===== src/rtl/rssr_pkg.sv =====
// shared types and constants of the rss redirection table rebalancer
// used by the controller, the datapath, the divider and the top level
package rssr_pkg;

	localparam int TABLE_DEPTH = 64;
	localparam int IDX_W       = 6;
	localparam int LOAD_W      = 64;
	localparam int QV_W        = 8;
	localparam int QC_W        = 5;
	localparam int DIVISOR_W   = 8;
	localparam int DIV_CNT_W   = 6;
	localparam int CFG_IDX_W   = 1;
	localparam int CFG_DATA_W  = 5;

	localparam logic [CFG_IDX_W-1:0] CFG_ENABLE = 1'b0;
	localparam logic [CFG_IDX_W-1:0] CFG_QCOUNT = 1'b1;

	typedef enum logic [1:0] {
		OPC_BASE  = 2'd0,
		OPC_COUNT = 2'd1,
		OPC_FILL  = 2'd2,
		OPC_WRITE = 2'd3
	} opcode_t;

	typedef enum logic [2:0] {
		RS_REBAL = 3'd0,
		RS_OFF   = 3'd1,
		RS_FEW   = 3'd2,
		RS_DOM   = 3'd3,
		RS_BAL   = 3'd4
	} rstat_t;

	typedef enum logic [4:0] {
		OP_NONE,
		OP_PREV_WR,
		OP_TAB_WR,
		OP_FILL,
		OP_CNT_RD,
		OP_CNT_WR,
		OP_LOAD_CLR,
		OP_ACC_RD,
		OP_ACC_LD,
		OP_ACC_WR,
		OP_SRCH_RD,
		OP_SRCH_CMP,
		OP_GAP,
		OP_MOV_RD,
		OP_MOV_CHK,
		OP_REP_RD,
		OP_REP_OUT,
		OP_DELTA_CLR
	} dp_op_t;

	typedef enum logic [4:0] {
		S_IDLE,
		S_PREV_WR,
		S_TAB_WR,
		S_FILL,
		S_CNT_RD,
		S_CNT_WR,
		S_LCLR,
		S_ACC_RD,
		S_ACC_LD,
		S_ACC_WR,
		S_DOM,
		S_DIV,
		S_SRCH_RD,
		S_SRCH_CMP,
		S_GAP,
		S_MOV_RD,
		S_MOV_CHK,
		S_REP_RD,
		S_REP_OUT,
		S_DCLR
	} ctl_state_t;

	typedef struct packed {
		dp_op_t op;
		logic   capture;
		logic   idx_clr;
		logic   idx_inc;
		logic   div_start;
		logic   status_we;
		rstat_t status_code;
	} dp_cmd_t;

	typedef struct packed {
		logic rebal_ok;
		logic i_last;
		logic j_last;
		logic idx_end;
		logic few;
		logic dom;
		logic bal;
		logic rem_zero;
		logic div_busy;
	} dp_st_t;

endpackage


===== src/rtl/rssr_ctrl.sv =====
// controller state machine sequencing item handling and the round decision
// uses rssr_pkg for states, commands and status
module rssr_ctrl (
	input  logic                 clk,
	input  logic                 arst_n,
	input  logic                 start,
	input  logic [1:0]           opcode,
	input  logic                 last,
	input  rssr_pkg::dp_st_t     st,
	output rssr_pkg::dp_cmd_t    cmd,
	output logic                 busy
);
	import rssr_pkg::*;

	ctl_state_t state_q, state_nx;
	logic       last_q;
	opcode_t    opc;

	assign opc = opcode_t'(opcode);

	always_ff @(posedge clk or negedge arst_n) begin
		if (!arst_n) begin
			state_q <= S_IDLE;
			last_q  <= 1'b0;
		end else begin
			state_q <= state_nx;
			if (state_q == S_IDLE && start) begin
				last_q <= last;
			end
		end
	end

	always_comb begin
		state_nx = state_q;
		unique case (state_q)
			S_IDLE: begin
				if (start) begin
					unique case (opc)
						OPC_BASE:  state_nx = S_PREV_WR;
						OPC_WRITE: state_nx = S_TAB_WR;
						OPC_FILL:  state_nx = S_FILL;
						OPC_COUNT: begin
							if (st.rebal_ok) begin
								state_nx = S_CNT_RD;
							end else if (last) begin
								state_nx = S_REP_RD;
							end
						end
					endcase
				end
			end
			S_PREV_WR, S_TAB_WR: state_nx = S_IDLE;
			S_FILL:     if (st.i_last) state_nx = S_IDLE;
			S_CNT_RD:   state_nx = S_CNT_WR;
			S_CNT_WR:   state_nx = last_q ? S_LCLR : S_IDLE;
			S_LCLR:     if (st.j_last) state_nx = S_ACC_RD;
			S_ACC_RD:   state_nx = S_ACC_LD;
			S_ACC_LD:   state_nx = S_ACC_WR;
			S_ACC_WR:   state_nx = st.i_last ? S_DOM : S_ACC_RD;
			S_DOM:      state_nx = (st.few || st.dom) ? S_REP_RD : S_DIV;
			S_DIV:      if (!st.div_busy) state_nx = S_SRCH_RD;
			S_SRCH_RD:  state_nx = S_SRCH_CMP;
			S_SRCH_CMP: state_nx = st.j_last ? S_GAP : S_SRCH_RD;
			S_GAP:      state_nx = st.bal ? S_REP_RD : S_MOV_RD;
			S_MOV_RD:   state_nx = S_MOV_CHK;
			S_MOV_CHK:  state_nx = (st.i_last || st.rem_zero) ? S_REP_RD : S_MOV_RD;
			S_REP_RD:   state_nx = S_REP_OUT;
			S_REP_OUT:  state_nx = st.i_last ? S_DCLR : S_REP_RD;
			S_DCLR:     if (st.idx_end) state_nx = S_IDLE;
			default:    state_nx = S_IDLE;
		endcase
	end

	always_comb begin
		cmd             = '0;
		cmd.op          = OP_NONE;
		cmd.status_code = RS_REBAL;
		unique case (state_q)
			S_IDLE: begin
				if (start) begin
					cmd.capture = 1'b1;
					cmd.idx_clr = 1'b1;
					if (opc == OPC_COUNT && !st.rebal_ok) begin
						cmd.status_we   = 1'b1;
						cmd.status_code = RS_OFF;
					end
				end
			end
			S_PREV_WR: cmd.op = OP_PREV_WR;
			S_TAB_WR:  cmd.op = OP_TAB_WR;
			S_FILL: begin
				cmd.op      = OP_FILL;
				cmd.idx_inc = 1'b1;
			end
			S_CNT_RD: cmd.op = OP_CNT_RD;
			S_CNT_WR: begin
				cmd.op      = OP_CNT_WR;
				cmd.idx_clr = 1'b1;
			end
			S_LCLR: begin
				cmd.op      = OP_LOAD_CLR;
				cmd.idx_clr = st.j_last;
				cmd.idx_inc = !st.j_last;
			end
			S_ACC_RD: cmd.op = OP_ACC_RD;
			S_ACC_LD: cmd.op = OP_ACC_LD;
			S_ACC_WR: begin
				cmd.op      = OP_ACC_WR;
				cmd.idx_clr = st.i_last;
				cmd.idx_inc = !st.i_last;
			end
			S_DOM: begin
				if (st.few) begin
					cmd.status_we   = 1'b1;
					cmd.status_code = RS_FEW;
				end else if (st.dom) begin
					cmd.status_we   = 1'b1;
					cmd.status_code = RS_DOM;
				end else begin
					cmd.div_start = 1'b1;
				end
			end
			S_DIV:     cmd.op = OP_NONE;
			S_SRCH_RD: cmd.op = OP_SRCH_RD;
			S_SRCH_CMP: begin
				cmd.op      = OP_SRCH_CMP;
				cmd.idx_clr = st.j_last;
				cmd.idx_inc = !st.j_last;
			end
			S_GAP: begin
				cmd.op          = OP_GAP;
				cmd.status_we   = 1'b1;
				cmd.status_code = st.bal ? RS_BAL : RS_REBAL;
			end
			S_MOV_RD: cmd.op = OP_MOV_RD;
			S_MOV_CHK: begin
				cmd.op      = OP_MOV_CHK;
				cmd.idx_clr = st.i_last || st.rem_zero;
				cmd.idx_inc = !(st.i_last || st.rem_zero);
			end
			S_REP_RD: cmd.op = OP_REP_RD;
			S_REP_OUT: begin
				cmd.op      = OP_REP_OUT;
				cmd.idx_clr = st.i_last;
				cmd.idx_inc = !st.i_last;
			end
			S_DCLR: begin
				cmd.op      = OP_DELTA_CLR;
				cmd.idx_inc = 1'b1;
			end
			default: ;
		endcase
	end

	assign busy = (state_q != S_IDLE);

endmodule


===== config.mk =====
export PLATFORM = sky130hd
export DESIGN_NAME = rssr_ctrl
export DESIGN_NICKNAME = d
export VERILOG_FILES = /design/src/rtl/rssr_pkg.sv /design/src/rtl/rssr_ctrl.sv
export SDC_FILE = /design/constraint.sdc
export NUM_CORES = 1
export LEC_CHECK = 0
export ABC_AREA = 1
export BUFFER_PORTS_ARGS = -buffer_cell sky130_fd_sc_hd__buf_2
export CORE_MARGIN = 2
export CORE_UTILIZATION = 40
export CTS_CLUSTER_SIZE = 14
export DETAILED_ROUTE_END_ITERATION = 8
export PLACE_DENSITY = 0.71
export SYNTH_ARGS = -nofsm -noshare
export SYNTH_HDL_FRONTEND = slang
export SYNTH_SLANG_ARGS = --single-unit

===== constraint.sdc =====
create_clock -name clk -period 2.2 [get_ports clk]
set_input_delay 0.22 -clock clk [delete_from_list [all_inputs] [get_ports clk]]
set_output_delay 0.22 -clock clk [all_outputs]
set_load 0.01 [all_outputs]

==> reports/results.txt <==
Status -> completed
Ys Warns -> 0
Netlist Area Pre-Place -> 850.8 sq um
Cell count after synthesis -> 160
Final antenna-violating net count -> 0
GRT Overall Usage -> 21.97%
Initial DRC count -> 52
TritonCTS clock tree -> done
Adder-cell share of the synthesized area -> 0%
GR Overflow Total -> 0
Final hold viol count -> 0
Area leader, netlist -> nand2_1
Synth cell types -> 21
Total Wirelength -> 2650 um
Average cell area after synthesis -> 5.318 sq um
Max-Cap Viols -> 0
Share of cells above drive strength 1 -> 22.51%
Worst slew pin tran -> 0.3688 ns
Core area -> 1982 sq um
Compound-cell area share of the yosys netlist -> 7.353%
Clock transition at path regs -> 0.05 ns
Root buf cell -> clkbuf_4
Area grow syn2layout -> 23.38%
Rel. slew slack -> 75.10%
Vias -> 1147
Final hold slack -> 0.2276 ns
IO Count -> 29
Die W -> 50.12 um
Max Root-Sink Buffers -> 2
Synthesized flop and latch total -> 6
Syn nets -> 175
Setup Viol. Count Final -> 0
Post-Synth Simple-Gate Area -> 64.85%
Number of synthesized flops with an enable pin -> 0
Pwr dens -> 1184 nW/um^2
First-pass GRT wire length -> 4257 um
Latest clock arrival within the worst-skew pair -> 0.24 ns
Post-synth top cells -> nand2_1 (54), nor2_1 (31), nand3_1 (22), inv_1 (19), dfrtp_1 (6)
Cts bufs inserted -> 3
Die Height -> 50.12 um
Routed len/inst -> 12.16 um
Antenna violations before repair -> 0
Ys flop type -> dfrtp_1
Worst endpoint required time -> 1.98 ns
Largest cells by area after synthesis -> nand2_1 (24%), dfrtp_1 (18%), nor2_1 (14%), nand3_1 (13%), inv_1 (8.4%)
Final Max Tran Viols -> 0
Largest family of logic cells by synthesized area -> simple AND/OR/NAND/NOR gates
Fraction of registers with async set/reset -> 100.0%
Row count -> 16
Post-synthesis mux area share -> 0%
Die Footprint -> 2512 sq um
Skew final -> 0.001334 ns
Critical Path Source Type -> register
HP Class -> primary input to register
Top cell type's share of synthesized area -> 23.82%
DRC violations left -> 0
Setup TNS -> 0 ns
Tcrit/Tclk final -> 95.22%
Synth Area in XOR/XNOR -> 0%
RSZ-0062 raised after global routing -> false
VDD IR max -> 0.6356 mV
CTS Sinks -> 6
Data arrival time of the critical path -> 1.87 ns
Most numerous cell in the Yosys netlist -> nand2_1
Sequential-to-total area share from yosys stat -> 17.65%
IO buf count -> 28
Leak -> 0.6934 nW
Ant diodes -> 0
Endpoint class of the critical path -> primary output
Largest net degree at the start of global routing -> 10
Gpl congestion -> 1.037
Post-DP HPWL -> 2274 um
Final net count -> 208
Initial Util -> 42.93%
Crit-path max FO -> 7
Fmax -> 477.4 MHz
Vias in the first global route -> 1029
Post-CTS Setup Inserts -> 0
Via density -> 5.261
First-pass iteration count of the detailed router -> 4
Final min period -> 2.095 ns
CTS H-tree lvls -> 1
Worst Setup Path Type -> register to primary output
flip-flops by register name (all words and copies together) (netlist names):
signal and flops:
last_q 1, state_q 5
repair_timing:
action                                 CTS  global route
setup endpoints to repair                0             1
hold buffers                             1             0
gates resized for setup                  0             1
endpoints found under the hold margin    6             0
stage by stage:
step	total power (W)	instances	cell area [sq um]	setup WS (ns)	utilization, %
after CTS	0.001236	218	1050	0.1017	52.97
after detailed placement	0.001127	214	1017	0.3645	51.33
final	0.001243	218	1050	0.1051	52.97
after floorplan	0.0008614	160	850.8	0.6610	-
after global routing	0.001364	218	1050	0.04003	52.97
after global placement	0.001128	214	1017	0.3891	51.33
cell families (layout without fill, tap and decap cells):
group	after synthesis	count (layout)
flops	6	6
compound gates	10	10
buf+inv	22	53
simple gates	122	122
routing by layer:
metal	vias to the layer above	part of all wire [%]	GRT usage, %
met5	-	0	0
met4	0	1.6	7.407
met3	4	8.8	4.242
met2	67	49	37.06
met1	501	41	27.59
li1	575	-	-
cells in the final DEF, fill, tap and decap left out, types with 2 or more instances in the layout:
cell	synthesis	final
a21oi_1	3	3
buf_2	0	28
clkbuf_4	0	3
dfrtp_1	6	6
inv_1	19	18
inv_2	2	3
nand2_1	54	54
nand3_1	22	22
nand4_1	4	4
nor2_1	31	31
nor2_2	2	2
nor2_4	4	4
o21ai_0	3	3
worst max-delay path, cell delays in order, from the launching register on:
cell and delay [ns]:
dfrtp_1 0.46, inv_2 0.14, nand2_1 0.12, nor2_4 0.20, nand2_1 0.16, and2_2 0.23
o211ai_1 0.16, buf_2 0.16
worst paths after layout:
kind | from | endpoint | slack (ns) | cells after the start
setup / recovery | state_q[1] | cmd[5] | 0.11 | 7
hold reg to reg | last_q | last_q | 0.56 | 2
max in group asynchronous | arst_n | state_q[4] | 1.73 | 2
setup reg to reg | state_q[4] | state_q[2] | 0.66 | 8
min in group asynchronous | arst_n | state_q[3] | 0.33 | 2
hold / removal | last | last_q | 0.23 | 3
cell type report:
cell class                 instances  area, sq um
tap                               27        33.78
multi-input combinational        132        614.3
clock buffer                       3        22.52
fill                             219        932.1
sequential                         6        150.1
inverter                          21        78.83
timing repair buffer              29        150.1
report_power, final:
part	total [W]	switching [W]	internal, W
clock network	0.000102	0.0000402	0.0000618
logic	0.000891	0.000583	0.000308
registers	0.000250	0.0000906	0.000159
total	0.00124	0.000713	0.000529
Power figures use the tool's default switching activity.
